--- config.mk ---
export PLATFORM = sky130hd
export DESIGN_NAME = pid_steering_controller
export DESIGN_NICKNAME = d
export VERILOG_FILES = /design/src/rtl/psc_pkg.sv /design/src/rtl/pid_steering_controller.sv /design/src/rtl/psc_front.sv /design/src/rtl/psc_queue.sv /design/src/rtl/psc_back.sv
export SDC_FILE = /design/constraint.sdc
export NUM_CORES = 2
export LEC_CHECK = 0
export BUFFER_PORTS_ARGS = -buffer_cell sky130_fd_sc_hd__clkbuf_2
export CORE_UTILIZATION = 51
export DETAILED_ROUTE_END_ITERATION = 10
export GPL_TIMING_DRIVEN = 0
export PLACE_DENSITY = 0.66
export SKIP_LAST_GASP = 1
export SYNTH_ARGS = -nofsm -noshare
export SYNTH_HDL_FRONTEND = slang
export SYNTH_SLANG_ARGS = --single-unit
--- constraint.sdc ---
create_clock -name clk -period 9.9 [get_ports clk]
set_input_delay 0.495 -clock clk [delete_from_list [all_inputs] [get_ports clk]]
set_output_delay 0.495 -clock clk [all_outputs]
set_load 0.005 [all_outputs]
--- src/rtl/psc_pkg.sv ---
// ============================================================================
// psc_pkg
// Shared types and constants for the PID steering controller.
// ============================================================================
package psc_pkg;

    // Widths of the word fields and of the internal datapath
    localparam int ERR_W    = 16;              // Q8.8 error sample
    localparam int DIFF_W   = ERR_W + 1;       // error difference
    localparam int SUM_W    = 32;              // saturating error sum
    localparam int GAIN_W   = 16;              // Q8.8 gain
    localparam int PROD_P_W = GAIN_W + ERR_W;  // Kp * error
    localparam int PROD_I_W = GAIN_W + SUM_W;  // Ki * sum
    localparam int PROD_D_W = GAIN_W + DIFF_W; // Kd * difference
    localparam int CMD_W    = PROD_I_W + 2;    // sum of three products, negated
    localparam int DRIVE_W  = 16;              // Q1.14 command

    // Depth of the queue between front and back end
    localparam int QUEUE_DEPTH = 2;

    // Clamp limits: +/-1.0 in Q34.16 and in Q1.14
    localparam logic signed [CMD_W-1:0]   CMD_POS_ONE   = CMD_W'(65536);
    localparam logic signed [CMD_W-1:0]   CMD_NEG_ONE   = -CMD_W'(65536);
    localparam logic signed [DRIVE_W-1:0] DRIVE_POS_ONE = DRIVE_W'(16384);
    localparam logic signed [DRIVE_W-1:0] DRIVE_NEG_ONE = -DRIVE_W'(16384);

    // Register map (word index = paddr / 4)
    typedef enum logic [1:0] {
        REG_GAIN_P = 2'd0,
        REG_GAIN_I = 2'd1,
        REG_GAIN_D = 2'd2
    } reg_idx_t;

    // One classified sample, handed from front to back end
    typedef struct packed {
        logic signed [ERR_W-1:0]  err;
        logic signed [DIFF_W-1:0] diff;
        logic signed [SUM_W-1:0]  sum;
    } item_t;

endpackage

--- src/rtl/pid_steering_controller.sv ---
// ============================================================================
// pid_steering_controller
// PID steering controller with Q1.14 output clamp.
// ============================================================================
// Usage:
//  - Input channel (in_valid/in_ready/error_sample): one signed Q8.8 error
//    word per transfer. The front end updates previous error and the
//    saturating 32-bit error sum on the accepting edge.
//  - Output channel (out_valid/out_ready/drive_value/clamped): one word per
//    input word, in order. drive_value = -(Kp*e + Ki*sum + Kd*diff) in Q1.14,
//    floored, limited to +/-1.0; clamped flags a limited result.
//  - Gains live in APB registers: 0x0 Kp, 0x4 Ki, 0x8 Kd (signed Q8.8,
//    low 16 bits of pwdata). Write them only while no word is in flight.
//  - Path: the accepting edge writes the queue; the word then passes the
//    product, sum and clamp/output registers before out_valid rises.
//  - Throughput: one word per cycle while out_ready is high; the three
//    multipliers are each used once per word and the output register
//    frees every cycle it is taken.
//  - Stall: when out_ready is low the back-end pipeline holds; the queue
//    between front and back keeps taking words until it is full, then
//    in_ready drops.
//  - Reset: gains, previous error and error sum go to zero, queue and
//    pipeline empty.
// ============================================================================
module pid_steering_controller
#(
    parameter int QueueDepth = psc_pkg::QUEUE_DEPTH
)
(
    input  logic                                 clk,
    input  logic                                 rst_n,
    // input word channel
    input  logic                                 in_valid,
    output logic                                 in_ready,
    input  logic signed [psc_pkg::ERR_W-1:0]     error_sample,
    // output word channel
    output logic                                 out_valid,
    input  logic                                 out_ready,
    output logic signed [psc_pkg::DRIVE_W-1:0]   drive_value,
    output logic                                 clamped,
    // APB configuration port
    input  logic                                 psel,
    input  logic                                 penable,
    input  logic                                 pwrite,
    input  logic [3:0]                           paddr,
    input  logic [31:0]                          pwdata,
    output logic [31:0]                          prdata,
    output logic                                 pready
);

    localparam int GainW = psc_pkg::GAIN_W;

    // gain registers
    logic signed [GainW-1:0] gain_p_reg;
    logic signed [GainW-1:0] gain_i_reg;
    logic signed [GainW-1:0] gain_d_reg;
    logic                    cfg_write;
    psc_pkg::reg_idx_t       cfg_idx;

    // front -> queue -> back
    logic           push;
    psc_pkg::item_t push_item;
    logic           queue_full;
    logic           head_valid;
    psc_pkg::item_t head_item;
    logic           pop;

    // ------------------------------------------------------------------
    // APB: zero wait state, write on access phase
    // ------------------------------------------------------------------
    assign pready    = 1'b1;
    assign cfg_write = psel && penable && pwrite && pready;
    assign cfg_idx   = psc_pkg::reg_idx_t'(paddr[3:2]);

    always_ff @(posedge clk or negedge rst_n)
    begin
        if (!rst_n)
        begin
            gain_p_reg <= '0;
            gain_i_reg <= '0;
            gain_d_reg <= '0;
        end
        else if (cfg_write)
        begin
            case (cfg_idx)
                psc_pkg::REG_GAIN_P: gain_p_reg <= pwdata[GainW-1:0];
                psc_pkg::REG_GAIN_I: gain_i_reg <= pwdata[GainW-1:0];
                psc_pkg::REG_GAIN_D: gain_d_reg <= pwdata[GainW-1:0];
                default:             ; // unmapped address, write dropped
            endcase
        end
    end

    // read data: gains sign-extended to the bus width
    always_comb
    begin
        case (cfg_idx)
            psc_pkg::REG_GAIN_P: prdata = 32'(gain_p_reg);
            psc_pkg::REG_GAIN_I: prdata = 32'(gain_i_reg);
            psc_pkg::REG_GAIN_D: prdata = 32'(gain_d_reg);
            default:             prdata = '0;
        endcase
    end

    // ------------------------------------------------------------------
    // Front end: accept word, update error state
    // ------------------------------------------------------------------
    psc_front u_front
    (
        .clk          (clk),
        .rst_n        (rst_n),
        .in_valid     (in_valid),
        .in_ready     (in_ready),
        .error_sample (error_sample),
        .queue_full   (queue_full),
        .push         (push),
        .push_item    (push_item)
    );

    // ------------------------------------------------------------------
    // Decoupling queue
    // ------------------------------------------------------------------
    psc_queue #(
        .Depth (QueueDepth)
    ) u_queue
    (
        .clk        (clk),
        .rst_n      (rst_n),
        .push       (push),
        .push_item  (push_item),
        .full       (queue_full),
        .head_valid (head_valid),
        .head_item  (head_item),
        .pop        (pop)
    );

    // ------------------------------------------------------------------
    // Back end: multiply, sum, clamp
    // ------------------------------------------------------------------
    psc_back u_back
    (
        .clk         (clk),
        .rst_n       (rst_n),
        .in_valid    (head_valid),
        .in_ready    (pop),
        .in_item     (head_item),
        .gain_p      (gain_p_reg),
        .gain_i      (gain_i_reg),
        .gain_d      (gain_d_reg),
        .out_valid   (out_valid),
        .out_ready   (out_ready),
        .drive_value (drive_value),
        .clamped     (clamped)
    );

endmodule

--- src/rtl/psc_front.sv ---
// ============================================================================
// psc_front
// Accepts error words, updates previous error and saturating error sum.
// ============================================================================
module psc_front
(
    input  logic                                clk,
    input  logic                                rst_n,
    input  logic                                in_valid,
    output logic                                in_ready,
    input  logic signed [psc_pkg::ERR_W-1:0]    error_sample,
    input  logic                                queue_full,
    output logic                                push,
    output psc_pkg::item_t                      push_item
);

    localparam int ErrW = psc_pkg::ERR_W;
    localparam int SumW = psc_pkg::SUM_W;

    logic signed [ErrW-1:0]  prev_reg;
    logic signed [ErrW-1:0]  prev_next;
    logic signed [SumW-1:0]  sum_reg;
    logic signed [SumW-1:0]  sum_next;
    logic signed [SumW:0]    sum_wide;
    logic                    accept;

    assign in_ready = !queue_full;
    assign accept   = in_valid && in_ready;

    always_comb
    begin
        sum_wide = {sum_reg[SumW-1], sum_reg} + (SumW + 1)'(error_sample);
        // saturate when the 33-bit sum leaves the 32-bit range
        if (sum_wide[SumW] != sum_wide[SumW-1])
        begin
            sum_next = sum_wide[SumW] ? {1'b1, {(SumW-1){1'b0}}}
                                      : {1'b0, {(SumW-1){1'b1}}};
        end
        else
        begin
            sum_next = sum_wide[SumW-1:0];
        end
        prev_next = error_sample;

        push           = accept;
        push_item.err  = error_sample;
        push_item.diff = (ErrW + 1)'(error_sample) - (ErrW + 1)'(prev_reg);
        push_item.sum  = sum_next;
    end

    always_ff @(posedge clk or negedge rst_n)
    begin
        if (!rst_n)
        begin
            prev_reg <= '0;
            sum_reg  <= '0;
        end
        else if (accept)
        begin
            prev_reg <= prev_next;
            sum_reg  <= sum_next;
        end
    end

endmodule

--- src/rtl/psc_queue.sv ---
// ============================================================================
// psc_queue
// Small show-ahead queue between front and back end.
// ============================================================================
module psc_queue
#(
    parameter int Depth = psc_pkg::QUEUE_DEPTH
)
(
    input  logic           clk,
    input  logic           rst_n,
    input  logic           push,
    input  psc_pkg::item_t push_item,
    output logic           full,
    output logic           head_valid,
    output psc_pkg::item_t head_item,
    input  logic           pop
);

    localparam int PtrW = (Depth > 1) ? $clog2(Depth) : 1;
    localparam int CntW = $clog2(Depth + 1);

    psc_pkg::item_t  mem_reg [Depth];
    logic [PtrW-1:0] wr_ptr_reg;
    logic [PtrW-1:0] rd_ptr_reg;
    logic [CntW-1:0] count_reg;
    logic            do_push;
    logic            do_pop;

    assign full       = (count_reg == CntW'(Depth));
    assign head_valid = (count_reg != '0);
    assign head_item  = mem_reg[rd_ptr_reg];
    assign do_push    = push && !full;
    assign do_pop     = pop && head_valid;

    always_ff @(posedge clk)
    begin
        if (do_push)
        begin
            mem_reg[wr_ptr_reg] <= push_item;
        end
    end

    always_ff @(posedge clk or negedge rst_n)
    begin
        if (!rst_n)
        begin
            wr_ptr_reg <= '0;
            rd_ptr_reg <= '0;
            count_reg  <= '0;
        end
        else
        begin
            if (do_push)
            begin
                wr_ptr_reg <= (wr_ptr_reg == PtrW'(Depth - 1)) ? '0 : wr_ptr_reg + 1'b1;
            end
            if (do_pop)
            begin
                rd_ptr_reg <= (rd_ptr_reg == PtrW'(Depth - 1)) ? '0 : rd_ptr_reg + 1'b1;
            end
            if (do_push && !do_pop)
            begin
                count_reg <= count_reg + 1'b1;
            end
            else if (do_pop && !do_push)
            begin
                count_reg <= count_reg - 1'b1;
            end
        end
    end

endmodule

--- src/rtl/psc_back.sv ---
// ============================================================================
// psc_back
// Three-stage datapath: products, sum, negate and clamp to Q1.14.
// ============================================================================
module psc_back
(
    input  logic                                 clk,
    input  logic                                 rst_n,
    input  logic                                 in_valid,
    output logic                                 in_ready,
    input  psc_pkg::item_t                       in_item,
    input  logic signed [psc_pkg::GAIN_W-1:0]    gain_p,
    input  logic signed [psc_pkg::GAIN_W-1:0]    gain_i,
    input  logic signed [psc_pkg::GAIN_W-1:0]    gain_d,
    output logic                                 out_valid,
    input  logic                                 out_ready,
    output logic signed [psc_pkg::DRIVE_W-1:0]   drive_value,
    output logic                                 clamped
);

    localparam int PW     = psc_pkg::PROD_P_W;
    localparam int IW     = psc_pkg::PROD_I_W;
    localparam int DW     = psc_pkg::PROD_D_W;
    localparam int CmdW   = psc_pkg::CMD_W;
    localparam int DriveW = psc_pkg::DRIVE_W;

    // stage 1: products
    logic                   v1_reg;
    logic signed [PW-1:0]   p1_reg;
    logic signed [IW-1:0]   i1_reg;
    logic signed [DW-1:0]   d1_reg;
    logic signed [PW-1:0]   p1_next;
    logic signed [IW-1:0]   i1_next;
    logic signed [DW-1:0]   d1_next;
    // stage 2: total
    logic                   v2_reg;
    logic signed [CmdW-1:0] total_reg;
    logic signed [CmdW-1:0] total_next;
    // stage 3: output
    logic                   v3_reg;
    logic signed [DriveW-1:0] drive_reg;
    logic signed [DriveW-1:0] drive_next;
    logic                   clamp_reg;
    logic                   clamp_next;
    logic signed [CmdW-1:0] cmd;
    logic                   adv1;
    logic                   adv2;
    logic                   adv3;

    // each stage moves when it is empty or the next one moves
    assign adv3     = !v3_reg || out_ready;
    assign adv2     = !v2_reg || adv3;
    assign adv1     = !v1_reg || adv2;
    assign in_ready = adv1;

    always_comb
    begin
        p1_next = PW'(gain_p) * PW'(in_item.err);
        i1_next = IW'(gain_i) * IW'(in_item.sum);
        d1_next = DW'(gain_d) * DW'(in_item.diff);

        total_next = CmdW'(p1_reg) + CmdW'(i1_reg) + CmdW'(d1_reg);

        cmd = -total_reg;
        if (cmd > psc_pkg::CMD_POS_ONE)
        begin
            drive_next = psc_pkg::DRIVE_POS_ONE;
            clamp_next = 1'b1;
        end
        else if (cmd < psc_pkg::CMD_NEG_ONE)
        begin
            drive_next = psc_pkg::DRIVE_NEG_ONE;
            clamp_next = 1'b1;
        end
        else
        begin
            // floor shift Q34.16 -> Q1.14
            drive_next = cmd[DriveW+1:2];
            clamp_next = 1'b0;
        end
    end

    always_ff @(posedge clk or negedge rst_n)
    begin
        if (!rst_n)
        begin
            v1_reg <= 1'b0;
            v2_reg <= 1'b0;
            v3_reg <= 1'b0;
        end
        else
        begin
            if (adv1)
            begin
                v1_reg <= in_valid;
            end
            if (adv2)
            begin
                v2_reg <= v1_reg;
            end
            if (adv3)
            begin
                v3_reg <= v2_reg;
            end
        end
    end

    always_ff @(posedge clk)
    begin
        if (adv1 && in_valid)
        begin
            p1_reg <= p1_next;
            i1_reg <= i1_next;
            d1_reg <= d1_next;
        end
        if (adv2 && v1_reg)
        begin
            total_reg <= total_next;
        end
        if (adv3 && v2_reg)
        begin
            drive_reg <= drive_next;
            clamp_reg <= clamp_next;
        end
    end

    assign out_valid   = v3_reg;
    assign drive_value = drive_reg;
    assign clamped     = clamp_reg;

endmodule
Word-level counts from Yosys, hierarchy flattened
Memories as Yosys holds them, arrays and structs flattened. Index checks and enable logic that the tools add are counted.

$add $sub $neg: 9. Multipliers: 3. Div/mod/pow operators: 0. Order comparisons: 2. Eq/ne operators: 4. Shift operators: 0. Muxes and demuxes: 11. Bitwise gates (word level): 0. Reduce and logical (&&, ||, !) cells: 25.

Operators with widths (number): one-hot mux 32 bit (3 select lines) (1); two-way mux 32 bit (2); adder 49 x 33 -> 50 bit (1); greater-than comparator 50 x 18 -> 1 bit (second input constant) (1); less-than comparator 50 x 17 -> 1 bit (second input constant) (1); negation 50 bit (1); adder 32 x 48 -> 49 bit (1); multiplier 16 x 32 -> 48 bit (1); adder 32 x 16 -> 33 bit (1); multiplier 16 x 17 -> 33 bit (1); multiplier 16 x 16 -> 32 bit (1); subtractor 16 x 16 -> 17 bit (1); two-way mux 16 bit (1); logical AND 1 bit (9); logical NOT 1 bit (6); AND reduction 2 bit (3); two-way mux 1 bit (5); equality test 2 bit (second input constant) (2); two-way mux 2 bit (2); nonzero test 2 bit (2); logical OR 1 bit (3); adder 1 bit (second input constant) (2); adder 2 x 1 -> 2 bit (second input constant) (1); equality test 2 x 1 -> 1 bit (second input constant) (1); 4 further kinds (4).

Register bits: 283. Latch bits: 0. Memory bits (writable): 130. Memory bits (read-only): 0. Input port bits: 59. Output and inout port bits: 52. Logic and storage cells: 73. Memories: 1.

Memories: u_queue.mem_reg (words 2, bits a word 65, rd ports 1, clocked after memory_dff 0, wr ports 1, RTL line psc_queue.sv:23) `psc_pkg::item_t mem_reg [Depth];`.

Longest topological paths before layout
Depth after elaboration: 8. Depth in mapped cells: 29. Depth with buffers taken out: 27.

By module
Synthesis repeated with hierarchy kept, for this count alone.

Cell total of the unflattened synthesis: 5915. Area, all modules: 59213.0 um2.

By module, submodules not included: psc_back (times used 1, cells an instance 4909, area each 47076.4 um2, sequential area each 5480.3 um2); psc_queue (times used 1, cells an instance 221, area each 5049.8 um2, sequential area each 4003.8 um2); psc_front (times used 1, cells an instance 608, area each 4758.3 um2, sequential area each 1201.2 um2); pid_steering_controller (times used 1, cells an instance 177, area each 2328.5 um2, sequential area each 1201.2 um2).

Least setup slack after synthesis
OpenSTA, ideal clock, no wires.

Kind: register to register. Start: reg u_queue.rd_ptr_reg. End: reg u_back.d1_reg[32] (data pin). Library setup time: 0.260 ns. Arrival time: 7.474 ns. Data required time: 9.640 ns. Slack: 2.166 ns. Stages on the path, launching flop included: 27. Buffers on the path: 3. Clock period less this slack: 7.734 ns. Cells stage by stage: dfrtp_1 -> clkbuf_1 -> buf_1 -> mux2_2 -> clkbuf_1 -> nand2_1 -> fa_1 -> inv_1 -> fa_1 -> inv_1 -> fa_1 -> fa_1 -> fa_1 -> fa_1 -> inv_1 -> ha_1 -> a21o_1 -> a21o_1 -> a221o_1 -> a31oi_1 -> a22oi_1 -> a21o_1 -> o21a_1 -> o41ai_1 -> o2111ai_1 -> a21oi_1 -> xnor2_1.

Cells in the longest elaborated chain, start to end: 2.

Ends and longest elaborated chain: start: declaration (RTL line psc_queue.sv:25) `logic [PtrW-1:0] rd_ptr_reg;`; start signal: assignment (RTL line psc_queue.sv:60) `rd_ptr_reg <= (rd_ptr_reg == PtrW'(Depth - 1)) ? '0 : rd_ptr_reg + 1'b1;`; memory read (2 x 65 bit); multiplier 16 x 17 -> 33 bit (RTL line psc_back.sv:60) `d1_next = DW'(gain_d) * DW'(in_item.diff);`; via u_back.d1_next[32] (RTL line psc_back.sv:34) `logic signed [DW-1:0] d1_next;`; end signal: assignment (RTL line psc_back.sv:114) `d1_reg <= d1_next;`; end: declaration (RTL line psc_back.sv:31) `logic signed [DW-1:0] d1_reg;`.

The timed path passes the listed nets, and every way through them passes these cells. A chain may end at the register's enable or synchronous reset.

Worst setup path after layout
Start: reg u_queue.rd_ptr_reg. End: reg u_back.p1_reg[29] (data pin).

Cells in the longest elaborated chain, start to end: 2.

Ends and longest elaborated chain: memory read (2 x 65 bit); multiplier 16 x 16 -> 32 bit (RTL line psc_back.sv:58) `p1_next = PW'(gain_p) * PW'(in_item.err);`; via u_back.p1_next[29] (RTL line psc_back.sv:32) `logic signed [PW-1:0] p1_next;`; end signal: assignment (RTL line psc_back.sv:112) `p1_reg <= p1_next;`; end: declaration (RTL line psc_back.sv:29) `logic signed [PW-1:0] p1_reg;`.

The timed path passes the listed nets, and every way through them passes these cells.

==> results.cfg <==
[status]
outcome = completed

[logic_synthesis]
synth_top_area_share_pct = 36.9
synth.mux.area_fraction_pct = 3.06
ys_top_cells_by_area = fa_1, edfxtp_1, ha_1, inv_1, nand2_1
synth_area_um2 = 58400
synth-simple-area-share_pct = 12.4
synth_cell_types = 73
ys_ff_latch = 413
syn_nets = 7311
synth_commonest_cells = inv_1, fa_1, nand2_1
syn_avg_cell_area_um2 = 10.1
async_reset_ff_share_pct = 24.9
synth_top_family_by_area = adder cells
ys.flop_type = edfxtp_1
synth_edf_count = 310
synth-compound-area-share_pct = 6.24
synth_top_area_cell = fa_1
synth-adder-area-share_pct = 45.1
synth_xor_area_share_pct = 3.21
synth_warnings = 0
synth.most_common_cell = inv_1
ys_seq_area_share_pct = 20.4
synthCells = 5800

[global_routing]
grt_antenna_before_repair = 5
gr-total-overflow = 0
grtUsageTotal_pct = 28.0
grt_pass1_vias = 42883
grt_max_degree = 96
grt_pass1_wl_um = 246000

[routing]
wl_per_cell_um = 20.9
routed_wl_um = 157000
firstDrtPassIters = 6
drtAntennaViolNets = 0
drtIter0Drc = 3134
route.detailed.drc = 0
vias = 40677
routed_via_density = 5.43

[timing]
final_max_slew_viol_count = 0
clock_skew_ns = 0.0252
final-hold-violation-count = 0
worstMarginPinSlew_ns = 1.47
final-setup-viol-count = 0
fin_crit_ns = 9.57
fin_tns_setup_ns = 0
max_freq_mhz = 104
finalCritPeriodShare_pct = 96.7
relSlewSlack_pct = 1.44
rsz0062_at_grt = false

[die]
initial_core_util_pct = 51.7
rows = 123
ios = 111
die_x_um = 340
core_area_um2 = 113000
die_area_um2 = 116000
die-height_um = 340

[cts]
cts_buffers = 48
cts_tree = built
cts.sinks = 413
cts_htree_levels = 2
clock_path_buffers = 3
cts.reportedPaths.clkPinSlew_ns = 0.07
post-cts-setup-buffers = 0
insertion_delay_ns = 0.64
cts-root-buf = clkbuf_16

[cells_and_area]
syn_to_final_growth_pct = 7.40
largest_reg_flops = 130
final_layout_size_suffix_gt1_share_pct = 6.41
nets = 7462

[critical_path]
worstPathRequired_ns = 10.11
rr_worst_depth = 24
end_kind = flip-flop
critPathLaunchType = flip-flop
criticalPathCategory = flip-flop to flip-flop
crit_fanout = 10
worstPathArrival_ns = 9.79

[hold_path]
hold_depth = 2
hp-class = primary input to flip-flop

[place]
dp_hpwl_um = 131000
gp_congestion = 0.977
io_buffer_count = 91

[job]
drv_cap = 0
==> cell type report <==
| cell class | instances | area [um2] |
|---|---|---|
| clock inverter | 32 | 457 |
| multi-input combinational | 3919 | 40900 |
| sequential | 413 | 11900 |
| clock buffer | 58 | 1280 |
| tap | 1500 | 1880 |
| inverter | 1240 | 4660 |
| timing repair buffer | 101 | 657 |
| buffer | 228 | 932 |
| fill | 9984 | 50300 |
| antenna | 2 | 5.00 |
==> worst paths after layout <==
kind	start	end	slack, ns
setup / recovery	u_queue.rd_ptr_reg	u_back.p1_reg[29]	0.33
hold / removal	pwdata[0]	gain_i_reg[0]	0.13
setup reg to reg	u_queue.rd_ptr_reg	u_back.p1_reg[29]	0.33
hold reg to reg	u_back.v1_reg	u_back.v2_reg	0.49
max in group asynchronous	rst_n	gain_i_reg[13]	8.86
min in group asynchronous	rst_n	u_front.sum_reg[23]	0.24
==> cell families after synthesis <==
family,Yosys count
compound gates,576
xor+xnor,214
other cells,1
mux,161
simple gates,1506
flops,413
buf+inv,1468
fa+ha+maj,1461
==> critical path, stage by stage, from the launching register on <==
cell	delay [ns]
dfrtp_1	0.35
clkbuf_1	0.52
clkbuf_1	0.61
mux2_2	0.45
clkbuf_1	0.49
nand2_1	0.17
fa_1	0.58
inv_1	0.06
fa_1	0.53
fa_1	0.43
ha_1	0.33
fa_1	0.49
inv_1	0.05
fa_1	0.49
inv_1	0.05
ha_1	0.34
nand3_1	0.11
o21ai_0	0.37
nand3_1	0.28
o21ai_0	0.40
a41o_1	0.33
o221ai_1	0.19
o21ai_0	0.27
nor2_1	0.09
xnor2_1	1.11
==> repair_timing <==
action | in CTS | in global routing
endpoints found under the hold margin | 46 | 0
hold buffers | 1 | 0
setup endpoints to repair | 0 | 4
resized for setup | 0 | 7
==> routing by layer <==
| layer | GRT usage (%) | up-vias | part of all wire, % |
|---|---|---|---|
| li1 | - | 18169 | - |
| met1 | 39.2 | 20720 | 43 |
| met2 | 44.3 | 1519 | 46 |
| met3 | 5.28 | 269 | 8.5 |
| met4 | 8.31 | 0 | 3.3 |
| met5 | 0 | - | 0 |
==> per-stage QoR <==
| step | instance area [um2] | setup WS (ns) | util (%) | hold WS, ns | instances |
|---|---|---|---|---|---|
| finish | 62700 | 0.327 | 55.5 | 0.127 | 7493 |
| global route | 62700 | 0.00558 | 55.5 | 0.108 | 7491 |
| CTS | 62600 | 0.0611 | 55.5 | 0.0889 | 7491 |
| detailed placement | 60900 | 0.0941 | 53.9 | 0.332 | 7400 |
| global placement | 60700 | 0.0983 | 53.7 | 0.457 | 7391 |
| floorplan | 58400 | 2.17 | - | 0.199 | 5800 |
==> placed cells by master (no fill, tap or decap), types with 11 or more instances in the layout <==
master,count
a21oi_1,170
nor2b_1,67
buf_1,16
fa_1,1075
o21ai_0,141
o21bai_1,26
inv_1,1238
edfxtp_1,310
o21a_1,23
mux2_2,139
nand3_1,34
mux2i_1,21
nor2_1,159
ha_1,377
xor2_1,62
or2_2,22
a31oi_1,13
o211ai_1,16
buf_4,18
dfrtp_1,103
nand2_1,701
nand2b_1,43
nand4_1,13
and3_1,16
nor3_1,37
xnor2_1,150
clkbuf_2,93
clkbuf_1,197
and2_1,364
a211oi_1,11
clkbuf_16,49
a21o_1,86
Power is left out: the tool's default activity adds up to more than one toggle a clock period on the data nets, which glitch-free logic cannot reach.
